### config.mk
export PLATFORM = sky130hd
export DESIGN_NAME = page_list_range_parser
export DESIGN_NICKNAME = d
export VERILOG_FILES = /design/src/plr_pkg.sv /design/src/plr_range.sv /design/src/page_list_range_parser.sv
export SDC_FILE = /design/constraint.sdc
export NUM_CORES = 1
export LEC_CHECK = 0
export BUFFER_PORTS_ARGS = -buffer_cell sky130_fd_sc_hd__buf_4
export CAP_MARGIN = 20
export CORE_ASPECT_RATIO = 0.9
export CORE_MARGIN = 2
export CORE_UTILIZATION = 45
export CTS_CLUSTER_DIAMETER = 100
export DETAILED_ROUTE_END_ITERATION = 10
export SYNTH_ARGS = -nofsm -noshare
export SYNTH_HDL_FRONTEND = slang
export SYNTH_SLANG_ARGS = --single-unit
export TNS_END_PERCENT = 50
### constraint.sdc
create_clock -name clock -period 28.8 [get_ports clock]
set_input_delay 4.32 -clock clock [delete_from_list [all_inputs] [get_ports clock]]
set_output_delay 4.32 -clock clock [all_outputs]
set_load 0.01 [all_outputs]
### src/plr_pkg.sv
// Shared types and constants for the page-list range parser.
package plr_pkg;

   typedef enum logic [2:0] {
      PH_START  = 3'd0,
      PH_NUM1   = 3'd1,
      PH_AFTER1 = 3'd2,
      PH_DASH   = 3'd3,
      PH_NUM2   = 3'd4,
      PH_AFTER2 = 3'd5
   } phase_type;

   localparam logic [1:0] PAR_NONE = 2'd0;
   localparam logic [1:0] PAR_ODD  = 2'd1;
   localparam logic [1:0] PAR_EVEN = 2'd2;
   localparam logic [1:0] PAR_ALL  = 2'd3;

   localparam logic [7:0] CH_NUL   = 8'h00;
   localparam logic [7:0] CH_DASH  = 8'h2D;
   localparam logic [7:0] CH_ZERO  = 8'h30;
   localparam logic [7:0] CH_NINE  = 8'h39;
   localparam logic [7:0] CH_UP_E  = 8'h45;
   localparam logic [7:0] CH_UP_O  = 8'h4F;
   localparam logic [7:0] CH_LO_E  = 8'h65;
   localparam logic [7:0] CH_LO_O  = 8'h6F;

   localparam int RANGE_W = 22;
   localparam int PAGES_W = 20;
   localparam int TOTAL_W = 32;
   localparam int LIMIT_W = 20;

   typedef struct packed {
      logic signed [RANGE_W-1:0] first;
      logic signed [RANGE_W-1:0] last;
      logic [1:0]                mode;
      logic [PAGES_W-1:0]        pages;
      logic [TOTAL_W-1:0]        total;
   } range_out_type;

endpackage

### src/plr_range.sv
// Parity alignment, ordering, clamping and page count for one finished element.
module plr_range #(
   parameter int PAGE_BITS = 20
) (
   input  logic signed [PAGE_BITS+1:0]    n1,
   input  logic signed [PAGE_BITS+1:0]    n2,
   input  logic [1:0]                     flags,
   input  logic [plr_pkg::LIMIT_W-1:0]    page_limit,
   input  logic [plr_pkg::TOTAL_W-1:0]    total,
   output plr_pkg::range_out_type         result
);
   import plr_pkg::*;

   localparam int SW    = PAGE_BITS + 2;
   localparam int SUM_W = TOTAL_W + 1;
   localparam logic signed [SW-1:0] ONE = SW'(1);
   localparam logic signed [SW-1:0] TWO = SW'(2);

   logic                 ge;
   logic                 adj1;
   logic                 adj2;
   logic signed [SW-1:0] a1;
   logic signed [SW-1:0] a2;
   logic signed [SW-1:0] lo;
   logic signed [SW-1:0] hi;
   logic signed [SW-1:0] lo_c;
   logic signed [SW-1:0] hi_c;
   logic signed [SW-1:0] lim_s;
   logic signed [SW-1:0] span;
   logic [SW-1:0]        half;
   logic [SW-1:0]        pages;
   logic                 has_lim;
   logic                 skip;
   logic [SUM_W-1:0]     sum;

   always_comb begin
      ge = (n2 >= n1);
      case (flags)
         PAR_EVEN: begin
            adj1 = n1[0];
            adj2 = n2[0];
         end
         PAR_ODD: begin
            adj1 = ~n1[0];
            adj2 = ~n2[0];
         end
         default: begin
            adj1 = 1'b0;
            adj2 = 1'b0;
         end
      endcase
      // move each endpoint inwards onto the parity, whichever way round the range is
      a1 = ge ? (n1 + SW'(adj1)) : (n1 - SW'(adj1));
      a2 = ge ? (n2 - SW'(adj2)) : (n2 + SW'(adj2));

      lo = (a1 < a2) ? a1 : a2;
      hi = (a1 < a2) ? a2 : a1;
      lim_s   = $signed(SW'(page_limit));
      has_lim = (page_limit != '0);
      skip    = (a1 <= 0 && a2 <= 0) || (has_lim && lo > lim_s) || (hi < ONE);
      lo_c = (lo < ONE) ? ONE : lo;
      hi_c = (has_lim && hi > lim_s) ? lim_s : hi;
      span = hi_c - lo_c;
      half = span + TWO;

      pages = '0;
      if (!skip) begin
         if (flags == PAR_ALL) begin
            pages = span + ONE;
         end else if (hi_c >= lo_c) begin
            pages = {1'b0, half[SW-1:1]};
         end
      end

      sum = {1'b0, total} + SUM_W'(pages);

      result.first = RANGE_W'(a1);
      result.last  = RANGE_W'(a2);
      result.mode  = (flags == PAR_ALL) ? PAR_NONE : flags;
      result.pages = PAGES_W'(pages);
      result.total = sum[TOTAL_W] ? '1 : sum[TOTAL_W-1:0];
   end

endmodule

### src/page_list_range_parser.sv
// Page-list range parser: character-serial element parser with range arithmetic.
// A character beat taken sits in the input register; the result beat it finishes is loaded into
// the result register when the character is processed, which waits while the result side stalls.
// Throughput: one character per cycle while the result side does not stall.
// Reset (synchronous): parser state, running total, page limit and both valid flags clear;
// parity returns to all pages.
module page_list_range_parser #(
   parameter int PAGE_BITS = 20
) (
   input  logic                                clock,
   input  logic                                reset,
   input  logic                                csr_wr_en,
   input  logic [plr_pkg::LIMIT_W-1:0]         csr_wr_data,
   input  logic                                req_valid,
   output logic                                req_stall,
   input  logic [7:0]                          req_list_char,
   output logic                                rsp_valid,
   input  logic                                rsp_stall,
   output logic                                rsp_has_range,
   output logic signed [plr_pkg::RANGE_W-1:0]  rsp_range_first,
   output logic signed [plr_pkg::RANGE_W-1:0]  rsp_range_last,
   output logic [1:0]                          rsp_parity_mode,
   output logic [plr_pkg::PAGES_W-1:0]         rsp_range_pages,
   output logic [plr_pkg::TOTAL_W-1:0]         rsp_total_pages,
   output logic                                rsp_list_end
);
   import plr_pkg::*;

   localparam int SW = PAGE_BITS + 2;
   localparam logic [PAGE_BITS-1:0] PAGE_MAX = '1;
   localparam logic [LIMIT_W-1:0] LIM_MASK =
      (PAGE_BITS >= LIMIT_W) ? '1 : LIMIT_W'((64'd1 << PAGE_BITS) - 64'd1);
   localparam logic signed [SW-1:0] ONE_S   = SW'(1);
   localparam logic signed [SW-1:0] MINUS_1 = '1;

   function automatic logic [PAGE_BITS-1:0] acc_digit(input logic [PAGE_BITS-1:0] v,
                                                       input logic [3:0] d);
      logic [PAGE_BITS+3:0] t;
      t = ({4'b0, v} << 3) + ({4'b0, v} << 1) + (PAGE_BITS+4)'(d);
      return (t > (PAGE_BITS+4)'(PAGE_MAX)) ? PAGE_MAX : t[PAGE_BITS-1:0];
   endfunction

   // input stage
   logic       in_valid_ff;
   logic [7:0] in_char_ff;
   logic       adv;
   logic       process;

   // parser state
   phase_type            phase_ff, phase_in;
   logic [PAGE_BITS-1:0] first_value_ff, first_value_in;
   logic                 first_seen_ff, first_seen_in;
   logic [PAGE_BITS-1:0] second_value_ff, second_value_in;
   logic                 second_seen_ff, second_seen_in;
   logic [1:0]           parity_ff, parity_in;
   logic [TOTAL_W-1:0]   running_total_ff, running_total_in;
   logic                 list_started_ff, list_started_in;
   logic [LIMIT_W-1:0]   page_limit_ff;

   // decode
   logic                 is_end;
   logic                 dig;
   logic [3:0]           dval;
   logic [1:0]           mk;
   logic signed [SW-1:0] fv_s;
   logic signed [SW-1:0] sv_s;
   logic signed [SW-1:0] lim_s;
   logic signed [SW-1:0] n1_sel;

   // element finish
   logic                 fin;
   logic                 plain_end;
   logic signed [SW-1:0] fin_n1;
   logic signed [SW-1:0] fin_n2;
   logic [1:0]           fin_flags;
   range_out_type        rng;

   // result register
   logic                 rsp_valid_ff;
   logic                 rsp_has_range_ff;
   logic signed [RANGE_W-1:0] rsp_first_ff;
   logic signed [RANGE_W-1:0] rsp_last_ff;
   logic [1:0]           rsp_mode_ff;
   logic [PAGES_W-1:0]   rsp_pages_ff;
   logic [TOTAL_W-1:0]   rsp_total_ff;
   logic                 rsp_end_ff;

   assign adv       = !rsp_valid_ff || !rsp_stall;
   assign process   = in_valid_ff && adv;
   assign req_stall = in_valid_ff && !adv;

   always_ff @(posedge clock) begin
      if (reset) begin
         in_valid_ff <= 1'b0;
      end else if (req_valid && !req_stall) begin
         in_valid_ff <= 1'b1;
      end else if (process) begin
         in_valid_ff <= 1'b0;
      end
   end

   always_ff @(posedge clock) begin
      if (req_valid && !req_stall) begin
         in_char_ff <= req_list_char;
      end
   end

   always_ff @(posedge clock) begin
      if (reset) begin
         page_limit_ff <= '0;
      end else if (csr_wr_en) begin
         page_limit_ff <= csr_wr_data & LIM_MASK;
      end
   end

   always_comb begin
      is_end = (in_char_ff == CH_NUL);
      dig    = (in_char_ff >= CH_ZERO) && (in_char_ff <= CH_NINE);
      dval   = dig ? 4'(in_char_ff - CH_ZERO) : 4'd0;
      if (in_char_ff == CH_LO_E || in_char_ff == CH_UP_E) begin
         mk = PAR_EVEN;
      end else if (in_char_ff == CH_LO_O || in_char_ff == CH_UP_O) begin
         mk = PAR_ODD;
      end else begin
         mk = PAR_NONE;
      end
      fv_s   = $signed(SW'(first_value_ff));
      sv_s   = $signed(SW'(second_value_ff));
      lim_s  = $signed(SW'(page_limit_ff));
      n1_sel = first_seen_ff ? fv_s : ONE_S;
   end

   always_comb begin
      phase_in         = phase_ff;
      first_value_in   = first_value_ff;
      first_seen_in    = first_seen_ff;
      second_value_in  = second_value_ff;
      second_seen_in   = second_seen_ff;
      parity_in        = parity_ff;
      running_total_in = running_total_ff;
      list_started_in  = !is_end;
      fin              = 1'b0;
      plain_end        = 1'b0;
      fin_n1           = fv_s;
      fin_n2           = fv_s;
      fin_flags        = parity_ff;

      case (phase_ff)
         PH_NUM1: begin
            if (dig) begin
               first_value_in = acc_digit(first_value_ff, dval);
            end else if (mk != PAR_NONE) begin
               parity_in = mk;
               phase_in  = PH_AFTER1;
            end else if (in_char_ff == CH_DASH) begin
               phase_in = PH_DASH;
            end else begin
               fin = 1'b1;
            end
         end
         PH_AFTER1: begin
            if (in_char_ff == CH_DASH) begin
               phase_in = PH_DASH;
            end else begin
               fin = 1'b1;
               if (!first_seen_ff) begin
                  // bare marker: whole document
                  fin_n1 = ONE_S;
                  fin_n2 = lim_s;
               end
            end
         end
         PH_DASH: begin
            if (mk != PAR_NONE) begin
               parity_in      = mk;
               second_seen_in = 1'b0;
               phase_in       = PH_AFTER2;
            end else if (dig) begin
               second_value_in = PAGE_BITS'(dval);
               second_seen_in  = 1'b1;
               phase_in        = PH_NUM2;
            end else begin
               fin    = 1'b1;
               fin_n1 = n1_sel;
               fin_n2 = lim_s;
            end
         end
         PH_NUM2: begin
            if (dig) begin
               second_value_in = acc_digit(second_value_ff, dval);
            end else if (mk != PAR_NONE) begin
               parity_in = mk;
               phase_in  = PH_AFTER2;
            end else begin
               fin    = 1'b1;
               fin_n1 = n1_sel;
               fin_n2 = sv_s;
            end
         end
         PH_AFTER2: begin
            fin    = 1'b1;
            fin_n1 = n1_sel;
            fin_n2 = second_seen_ff ? sv_s : lim_s;
         end
         default: begin
            // element start, also taken for codes with no meaning
            phase_in        = PH_START;
            first_value_in  = '0;
            first_seen_in   = 1'b0;
            second_value_in = '0;
            second_seen_in  = 1'b0;
            parity_in       = PAR_ALL;
            fin_flags       = PAR_ALL;
            if (is_end) begin
               plain_end = 1'b1;
            end else if (mk != PAR_NONE) begin
               parity_in = mk;
               phase_in  = PH_AFTER1;
            end else if (dig) begin
               first_value_in = PAGE_BITS'(dval);
               first_seen_in  = 1'b1;
               phase_in       = PH_NUM1;
            end else if (in_char_ff == CH_DASH) begin
               phase_in = PH_DASH;
            end else begin
               // empty element
               fin    = 1'b1;
               fin_n1 = MINUS_1;
               fin_n2 = MINUS_1;
            end
         end
      endcase

      if (fin || plain_end) begin
         phase_in        = PH_START;
         first_value_in  = '0;
         first_seen_in   = 1'b0;
         second_value_in = '0;
         second_seen_in  = 1'b0;
         parity_in       = PAR_ALL;
         if (fin) begin
            running_total_in = rng.total;
         end
         if (is_end) begin
            running_total_in = '0;
         end
      end
   end

   plr_range #(
      .PAGE_BITS (PAGE_BITS)
   ) u_range (
      .n1         (fin_n1),
      .n2         (fin_n2),
      .flags      (fin_flags),
      .page_limit (page_limit_ff),
      .total      (running_total_ff),
      .result     (rng)
   );

   always_ff @(posedge clock) begin
      if (reset) begin
         phase_ff         <= PH_START;
         first_value_ff   <= '0;
         first_seen_ff    <= 1'b0;
         second_value_ff  <= '0;
         second_seen_ff   <= 1'b0;
         parity_ff        <= PAR_ALL;
         running_total_ff <= '0;
         list_started_ff  <= 1'b0;
      end else if (process) begin
         phase_ff         <= phase_in;
         first_value_ff   <= first_value_in;
         first_seen_ff    <= first_seen_in;
         second_value_ff  <= second_value_in;
         second_seen_ff   <= second_seen_in;
         parity_ff        <= parity_in;
         running_total_ff <= running_total_in;
         list_started_ff  <= list_started_in;
      end
   end

   always_ff @(posedge clock) begin
      if (reset) begin
         rsp_valid_ff <= 1'b0;
      end else if (process && (fin || plain_end)) begin
         rsp_valid_ff <= 1'b1;
      end else if (!rsp_stall) begin
         rsp_valid_ff <= 1'b0;
      end
   end

   always_ff @(posedge clock) begin
      if (process && fin) begin
         rsp_has_range_ff <= 1'b1;
         rsp_first_ff     <= rng.first;
         rsp_last_ff      <= rng.last;
         rsp_mode_ff      <= rng.mode;
         rsp_pages_ff     <= rng.pages;
         rsp_total_ff     <= rng.total;
         rsp_end_ff       <= is_end;
      end else if (process && plain_end) begin
         rsp_has_range_ff <= 1'b0;
         rsp_first_ff     <= '0;
         rsp_last_ff      <= '0;
         rsp_mode_ff      <= PAR_NONE;
         rsp_pages_ff     <= '0;
         rsp_total_ff     <= list_started_ff ? running_total_ff : TOTAL_W'(page_limit_ff);
         rsp_end_ff       <= 1'b1;
      end
   end

   assign rsp_valid       = rsp_valid_ff;
   assign rsp_has_range   = rsp_has_range_ff;
   assign rsp_range_first = rsp_first_ff;
   assign rsp_range_last  = rsp_last_ff;
   assign rsp_parity_mode = rsp_mode_ff;
   assign rsp_range_pages = rsp_pages_ff;
   assign rsp_total_pages = rsp_total_ff;
   assign rsp_list_end    = rsp_end_ff;

   // a beat without an element only comes from the terminator
   a_bare_is_end: assert property (@(posedge clock) disable iff (reset)
      (rsp_valid && !rsp_has_range) |-> rsp_list_end)
      else $error("result without element not flagged as list end");

   a_pages_need_range: assert property (@(posedge clock) disable iff (reset)
      (rsp_valid && rsp_range_pages != '0) |-> rsp_has_range)
      else $error("pages reported without an element");

   a_end_clears: assert property (@(posedge clock) disable iff (reset)
      (process && in_char_ff == CH_NUL) |=>
         (running_total_ff == '0 && phase_ff == PH_START && !list_started_ff))
      else $error("terminator did not restart the list");

   a_total_grows: assert property (@(posedge clock) disable iff (reset)
      (process && in_char_ff != CH_NUL) |=> (running_total_ff >= $past(running_total_ff)))
      else $error("running total fell within a list");

   a_parity_valid: assert property (@(posedge clock) disable iff (reset)
      parity_ff != PAR_NONE)
      else $error("parity flags lost");

endmodule

# Yosys cells after proc, flatten, opt, wreduce, memory -nomap -nowiden
# Index checks and enable logic that the tools add are counted.
# word_totals
ff_bits,210
# op_classes
n_addsub,13
magnitude_cmp,13
eq_ne,29
muxes,108
n_bitwise,2
reduce_logical,40
# op_table
op,count
two-way mux 22 bit,19
two-way mux 20 bit,19
case mux 22 bit (5 select lines),2
two-way mux 32 bit,6
case mux 20 bit (3 select lines),1
adder 23 x 21 -> 24 bit,2
adder 24 x 4 -> 24 bit,2
"greater-than comparator 24 x 20 -> 1 bit, second input constant",2
adder 22 x 1 -> 22 bit,2
greater-or-equal comparator 22 bit,2
greater-than comparator 22 x 21 -> 1 bit,2
"<= comparator 22 x 1 -> 1 bit, second input constant",2
"< comparator 22 x 2 -> 1 bit, second input constant",2
subtractor 22 x 1 -> 22 bit,2
case mux 20 bit (2 select lines),1
adder 32 x 22 -> 33 bit,1
"equality test 8 x 7 -> 1 bit, second input constant",4
two-way mux 2 bit,14
two-way mux 1 bit,27
two-way mux 3 bit,8
"adder 22 x 2 -> 22 bit, second input constant",1
"adder 22 x 3 -> 22 bit, second input constant",1
< comparator 22 bit,1
subtractor 22 bit,1
other kinds (35),81

# Depth between registers and ports, before layout
# Gate-level depths: netlist of the first run.
# depth
ltp_word,26
ltp_mapped,95

# Hierarchy
# Synthesis of the first run repeated with hierarchy kept, for this count alone.
# hier_totals
cells_unflattened,2536
area_unflattened_um2,21571.9
# modules_own_cells
module,n_inst,cells_per_inst,area_each_um2,seq_area_each_um2
page_list_range_parser,1,1237,12122.9,5275.1
plr_range,1,1299,9449.1,0.0

# Worst setup path after synthesis of the first run
# OpenSTA, ideal clock, no wires.
# synth_timing
path_kind,register -> register
start,register in_char_ff[6]
end,"register rsp_total_ff[23], in the netlist rsp_total_pages[23] (data pin)"
setup_time_ps,256
arrival_time_ps,17808
setup_slack_ps,10736
stages_incl_launch_ff,91
path_buffers,6
period_less_slack_ps,18064
cell_sequence,edfxtp_1 and4bb_2 and2_1 clkbuf_1 nor2_1 nor2_1 nor2_1 o21ai_1 clkbuf_1 a21o_1 inv_1 ha_1 a21o_1 a21o_1 a21o_1 a21o_1 a21o_1 a21o_1 [55 not listed] nand2_1 o22ai_1 nor3b_1 ha_1 a21o_1 a21oi_1 o21bai_1 a21oi_1 o21bai_1 a21boi_0 o211ai_1 nor3b_1 o41a_1 clkbuf_1 nand2_1 clkbuf_1 nand2_1 a22o_1
# synth_lines
item,line,source
"start, declared",page_list_range_parser.sv:45,logic [7:0] in_char_ff;
"start signal, assigned",page_list_range_parser.sv:104,in_char_ff <= req_list_char;
"end signal, assigned",page_list_range_parser.sv:300,rsp_total_ff <= rng.total;
"end signal, assigned",page_list_range_parser.sv:308,rsp_total_ff <= list_started_ff ? running_total_ff : TOTAL_W'(page_limit_ff);
"end, declared",page_list_range_parser.sv:85,logic [TOTAL_W-1:0] rsp_total_ff;

==> summary.log, run 1 <==
[pwr] total power divided by cell area 48.29 mW/mm2
[worst_setup_path] reg-to-reg setup timing slack 6.04 ns
[floorplanning] Top Ports 135
[worst_setup_path] critical path data arrival time 23.04 ns
[floorplanning] Die Height 205.8 um
[yosys] netlist area before placement 0.02037 mm2
[finish] Final Instance Count excl. Fillers 3167
[floorplanning] Total Die Area 0.04699 mm2
[cts] cell at the root of the clock tree clkbuf_16
[yosys] post-synthesis sequential element count 210
[global_routing] number of global-route vias before repair 18290
[yosys] FFs w/ async S/R, synth 0%
[timing] headroom to the max-slew limit 21.64%
[global_routing] total congestion overflow 0
[finish] Layout area overhead 12.41%
[placed_design] Port Buffer Count 134
[timing] Achievable Freq 0.04393 GHz
[cts] Clk pin slew, worst setup/hold paths 0.06 ns
[cts] maximum root-to-sink buffer count 3
[timing] Worst Slack Setup Final 6.037 ns
[pwr] worst supply voltage drop on vdd 0.04122 mV
[finish] post-route core utilization 51.58%
[yosys] proportion of netlist area held by the largest area contributor 15.77%
[route] ratio of routed vias to standard cells 6.135
[worst_setup_path] Worst setup SP type register
[timing] Tmin final 22.76 ns
[timing] number of hold violations in the final report 0
[hold_path] worst min-delay path category register to register
[timing] setup repair after global routing missed its margin no
[timing] post-route setup TNS 0 ns
[cts] TritonCTS clock tree done
[timing] post-route worst hold slack 0.4497 ns
[floorplanning] effective utilization at floorplan 45.89%
[placed_design] pre-CTS worst setup slack 6.603 ns
[yosys] number of warnings printed during yosys synthesis 0
[pwr] static power due to leakage 9.949 nW
[route] number of design-rule violations left by the first detailed-router iteration 1764
[floorplanning] floorplan die width 228.3 um
[worst_setup_path] slowest CP cell a21oi_1
[route] post-route DRC violation count 0
[yosys] most numerous cell in the Yosys netlist ha_1
[pwr] overall power of the completed layout 1.106 mW
[cts] clock sink count 210
[worst_setup_path] critical path's largest stage delay 0.84 ns
[finish] area of all placed cells without fillers 0.02290 mm2
[pwr] power share of the sequential group 30.5%
[placed_design] Placed Instance Area 0.02200 mm2
[finish] count of filler cells inserted in the layout 4311
[worst_setup_path] CP required 29.07 ns
[global_routing] pin count of the biggest net entering global routing 66
[pwr] Sw Pwr 0.4035 mW
[global_routing] total global-route track usage 29.40%
[yosys] Synth area leader edfxtp_1
[cts] number of buffers added for setup after CTS 0
[route] length of the first detailed-routing pass in iterations 6
[yosys] average cell area after synthesis 8.301 um2
[yosys] Commonest cells post-synth ha_1, nor2_1, nand2_1
[yosys] top_reg_cell synth edfxtp_1
[route] vias after detailed routing 19430
[timing] fin. max-slew vios 0
[cts] number of instances resized during post-cts repair 0
[placed_design] Detailed Place HPWL 55.26 mm
[cts] total number of H-tree levels 1
[worst_setup_path] most used cell, CP a21o_1
[timing] period utilisation layout 79.04%
[yosys] post-synthesis net count 2736
[route] antenna-violating nets left 0
[global_routing] initial antenna violation count 3
[outcome] status finished, final reports clean
[finish] proportion of layout cells with a drive suffix above 1 11.38%
[global_routing] first-pass GRT wire length 107.9 mm
[worst_setup_path] category of the critical setup timing path register to register
[pwr] switching power share of the total 36.49%
[floorplanning] number of cell rows 73
[finish] layout net count 2829
[pwr] total internal power 0.7022 mW
[timing] count of final setup violators 0
[route] DR WL/cell 22.33 um
[worst_setup_path] Worst Path Max Fanout 41
[pwr] clock network fraction of design power 31.6%
[floorplanning] Core Footprint 0.04439 mm2
[yosys] cell count after synthesis 2454
[route] drt total wl 70.73 mm
[timing] transition time of the tightest slew-check pin 1.168 ns
[yosys] Unique masters post-synth 90
[timing] Worst Clk Skew 0.01455 ns
[placed_design] number of placed cells counting well taps 3120
[yosys] largest cells by area after synthesis edfxtp_1, ha_1, dfxtp_1
[cts] Clock Latency Late Sink 0.55 ns
[yosys] sequential fraction of the synthesis area 25.90%
[worst_setup_path] Critical Path Sink Type register
[placed_design] global placement routability congestion 0.9888
[pwr] share of power burned in combinational logic 37.8%
[cts] quantity of hold-fixing buffers added after cts 0
[yosys] number of enable flip-flop cells after synthesis 107
[cts] number of buffers inserted during clock tree synthesis 25
[job] max capacitance violation total 0
[placed cells by master, fill, tap and decap left out, types with 23 or more instances in the layout]
cell / synthesis / routed
nor2b_1: 27 / 27
inv_1: 128 / 127
nor3_1: 62 / 62
edfxtp_1: 107 / 107
ha_1: 241 / 241
nand2_1: 201 / 201
nand2b_1: 52 / 52
a21oi_1: 147 / 145
xnor2_1: 84 / 84
nor2_1: 217 / 216
a31oi_1: 33 / 33
mux2i_1: 77 / 77
dfxtp_1: 103 / 103
buf_4: 7 / 174
a21o_1: 74 / 74
a22oi_1: 49 / 49
o21a_1: 26 / 26
clkbuf_16: 0 / 25
and2_1: 23 / 23
mux2_2: 34 / 34
nand3_1: 35 / 35
nand4_1: 31 / 31
xor2_1: 43 / 43
and3_1: 33 / 33
o21ai_0: 187 / 186
nor4_1: 31 / 31
[registers in the layout, indices dropped and copies added, names as in the netlist, 3 cells and up]
register	cells
first_value_ff	20
in_char_ff	8
page_limit_ff	20
phase_ff	3
rsp_range_first	22
rsp_range_last	22
rsp_range_pages	20
rsp_total_pages	32
running_total_ff	32
second_value_ff	20
[logic make-up after synthesis]
| kind of cell | count (synthesis) | share of synthesized area, % |
|---|---|---|
| mux | 111 | 5.663 |
| compound gates | 724 | 23.53 |
| fa+ha+maj | 250 | 15.64 |
| xor+xnor | 127 | 5.461 |
| simple gates | 795 | 19.28 |
| buf+inv | 237 | 4.539 |
| flops | 210 | 25.90 |
[worst max-delay path: cells and delay by family (launching register included)]
family                     cells  cell delay (ns)
and+or+nand+nor               19             4.91
xor gates and xnor gates       1             0.48
buffers and inverters          5             1.09
adders and majority gates      7             2.13
AOI/OAI and AO/OA             52            12.26
DFF                            1             0.83
muxes                          2             0.69
[power by group through the flow]
stage	sequential (mW)	combinational (mW)	clock, mW
global placement	0.344	0.403	0
finish	0.338	0.418	0.350
detailed placement	0.344	0.407	0
floorplan	0.342	0.292	0
CTS	0.337	0.409	0.355
global route	0.338	0.455	0.368
[worst paths after layout]
check        depth (start not counted)            endpoint     startpoint
min reg2reg                          2       rsp_has_range  rsp_has_range
min                                  2       rsp_has_range  rsp_has_range
max                                 86  rsp_total_pages[9]    phase_ff[2]
max reg2reg                         86  rsp_total_pages[9]    phase_ff[2]
[area by class of cell]
| cell class | instances | area (um2) | area share, % |
|---|---|---|---|
| timing repair buffer | 174 | 1306 | 5.705 |
| inverter | 129 | 486.7 | 2.126 |
| multi-input combinational | 2007 | 14180 | 61.95 |
| clock buffer | 27 | 633.1 | 2.765 |
| tap | 600 | 750.7 | 3.279 |
| antenna | 2 | 5.005 | 0.02186 |
| sequential | 210 | 5275 | 23.04 |
| clock inverter | 18 | 256.5 | 1.120 |
[routing by layer]
metal / global-route usage, % / vias up / wire length [um] / part of all wire [%]
met1: 43.04 / 9312 / 34190 / 48
met3: 6.929 / 109 / 6297 / 8.9
li1: - / 9297 / - / -
met4: 9.594 / 0 / 2444 / 3.5
met2: 42.11 / 713 / 27800 / 39
met5: 0 / - / 0 / 0
Power figures use the tool's default switching activity.
==> run 2, diff against run 1 <==
==> constraint.sdc (replaced) <==
create_clock -name clock -period 22.6 [get_ports clock]
set_input_delay 3.39 -clock clock [delete_from_list [all_inputs] [get_ports clock]]
set_output_delay 3.39 -clock clock [all_outputs]
set_load 0.01 [all_outputs]
==> summary.log, run 2 (synthesis results as in run 1) <==
[worst_setup_path] Crit. Startpoint in_char_ff[0] [was phase_ff[2]]
[global_routing] met3 Track Usage GR 4.906% [was 6.929%]
[timing] headroom to the max-slew limit 23.84% [was 21.64%]
[finish] post-route core utilization 51.74% [was 51.58%]
[floorplanning] Total Die Area 0.04699 mm2 [unchanged]
[route] ratio of routed vias to standard cells 6.141 [was 6.135]
[global_routing] first-pass GRT wire length 108.6 mm [was 107.9 mm]
[cts] number of buffers inserted during clock tree synthesis 25 [unchanged]
[timing] number of hold violations in the final report 0 [unchanged]
[cts] total number of H-tree levels 1 [unchanged]
[worst_setup_path] reg-to-reg critical path startpoint in_char_ff[0] [was phase_ff[2]]
[placed_design] pre-CTS worst setup slack 1.563 ns [was 6.603 ns]
[pwr] worst supply voltage drop on vdd 0.05645 mV [was 0.04122 mV]
[cts] cell at the root of the clock tree clkbuf_16 [unchanged]
[global_routing] routing layer with the top usage in global route met1 [unchanged]
[route] drt total wl 70.73 mm [about the same]
[finish] highest-count cells in the layout ignoring fill and taps ha_1, nor2_1, nand2_1 [unchanged]
[worst_setup_path] critical path's largest stage delay 0.55 ns [was 0.84 ns]
[floorplanning] effective utilization at floorplan 45.89% [unchanged]
[worst_setup_path] CP required 23.00 ns [was 29.07 ns]
[timing] period utilisation layout 92.21% [was 79.04%]
[cts] Clock Latency Late Sink 0.57 ns [was 0.55 ns]
[pwr] overall power of the completed layout 1.406 mW [was 1.106 mW]
[worst_setup_path] slowest CP cell or3_1 [was a21oi_1]
[floorplanning] Die Height 205.8 um [unchanged]
[cts] maximum root-to-sink buffer count 3 [unchanged]
[floorplanning] floorplan die width 228.3 um [unchanged]
[timing] Worst Clk Skew 0.01776 ns [was 0.01455 ns]
[timing] post-route setup TNS 0 ns [unchanged]
[outcome] status finished, final reports clean [unchanged]
[global_routing] number of global-route vias before repair 18060 [was 18290]
[global_routing] total congestion overflow 0 [unchanged]
[global_routing] met2 track demand over resource 42.86% [was 42.11%]
[hold_path] worst min-delay path category register to register [unchanged]
[cts] number of instances resized during post-cts repair 0 [unchanged]
[finish] count of filler cells inserted in the layout 4247 [was 4311]
[hold_path] Min-Delay Startpoint rsp_has_range [unchanged]
[route] post-route DRC violation count 0 [unchanged]
[floorplanning] Top Ports 135 [unchanged]
[finish] leading cell type in the layout, fill and taps excluded ha_1 [unchanged]
[finish] layout net count 2837 [was 2829]
[route] number of design-rule violations left by the first detailed-router iteration 2051 [was 1764]
[route] antenna-violating nets left 0 [unchanged]
[timing] setup repair after global routing missed its margin no [unchanged]
[worst_setup_path] Critical Path Sink Type register [unchanged]
[worst_setup_path] critical path data arrival time 21.24 ns [was 23.04 ns]
[pwr] static power due to leakage 9.984 nW [was 9.949 nW]
[finish] proportion of layout cells with a drive suffix above 1 11.62% [was 11.38%]
[worst_setup_path] Worst setup SP type register [unchanged]
[route] length of the first detailed-routing pass in iterations 6 [unchanged]
[timing] transition time of the tightest slew-check pin 1.135 ns [was 1.168 ns]
[global_routing] met1 Resource Use GR 44.93% [was 43.04%]
[placed_design] Detailed Place HPWL 55.39 mm [was 55.26 mm]
[global_routing] total global-route track usage 29.59% [was 29.40%]
[timing] fin. max-slew vios 0 [unchanged]
[finish] Layout area overhead 12.76% [was 12.41%]
[cts] TritonCTS clock tree done [unchanged]
[global_routing] pin count of the biggest net entering global routing 66 [unchanged]
[pwr] total power divided by cell area 61.23 mW/mm2 [was 48.29 mW/mm2]
[floorplanning] number of cell rows 73 [unchanged]
[timing] count of final setup violators 0 [unchanged]
[timing] Worst Slack Setup Final 1.761 ns [was 6.037 ns]
[cts] number of buffers added for setup after CTS 0 [unchanged]
[worst_setup_path] category of the critical setup timing path register to register [unchanged]
[floorplanning] Core Footprint 0.04439 mm2 [unchanged]
[timing] Tmin final 20.84 ns [was 22.76 ns]
[worst_setup_path] Worst Path Max Fanout 41 [unchanged]
[route] DR WL/cell 22.29 um [was 22.33 um]
[job] max capacitance violation total 0 [unchanged]
[placed_design] Port Buffer Count 134 [unchanged]
[global_routing] initial antenna violation count 1 [was 3]
[cts] quantity of hold-fixing buffers added after cts 0 [unchanged]
[placed_design] global placement routability congestion 0.9918 [was 0.9888]
[timing] Achievable Freq 0.04799 GHz [was 0.04393 GHz]
[route] vias after detailed routing 19480 [was 19430]
[cts] Clk pin slew, worst setup/hold paths 0.06 ns [about the same]
[finish] n_diodes 0 [was 2]
[cts] clock sink count 210 [unchanged]
==> run 2: final timing paths <==
path / endpoint / slack, ns / cells past startpoint
min: rsp_has_range / 0.45 / 2
min reg2reg: rsp_has_range / 0.45 / 2
max reg2reg: rsp_total_pages[29] / 1.76 / 85
max: rsp_total_pages[29] / 1.76 / 85
==> run 2: cell type report <==
class	count	area [um2]	share of cell area, %
Multi-Input combinational cell	2007	14210	61.86
Timing Repair Buffer	182	1366	5.949
Sequential cell	210	5276	22.97
Clock buffer	30	664.4	2.893
Tap cell	600	750.7	3.269
Clock inverter	15	215.2	0.9370
Inverter	129	486.7	2.119
==> run 2: through the flow <==
stage               hold slack (ns)  cells  instance area (um2)
global placement             0.4357   3127                22060
detailed placement           0.4443   3128                22060
finish                       0.4472   3173                22970
CTS                          0.4541   3173                22940
floorplan                    0.4489   2454                20370
global route                 0.4791   3173                22970
==> run 2: power breakdown <==
part | total, mW | internal, mW | switching, mW
logic | 0.539 | 0.209 | 0.330
registers | 0.430 | 0.417 | 0.0133
clock network | 0.438 | 0.267 | 0.171
total | 1.41 | 0.892 | 0.514
==> run 2: per-layer routing <==
layer / routed length (um) / vias up
met3: 6349 / 96
met4: 2007 / 0
met1: 34240 / 9259
li1: - / 9323
met5: 0 / -
met2: 28120 / 806
==> run 2: worst max-delay path: cells and delay by family (launching register included) <==
kind,cells,cell delay (ns)
compound gates,53,11.66
simple gates,19,4.45
fa+ha+maj,7,2.28
buf+inv,3,0.67
mux,2,0.59
flops,1,0.49
xor+xnor,1,0.45
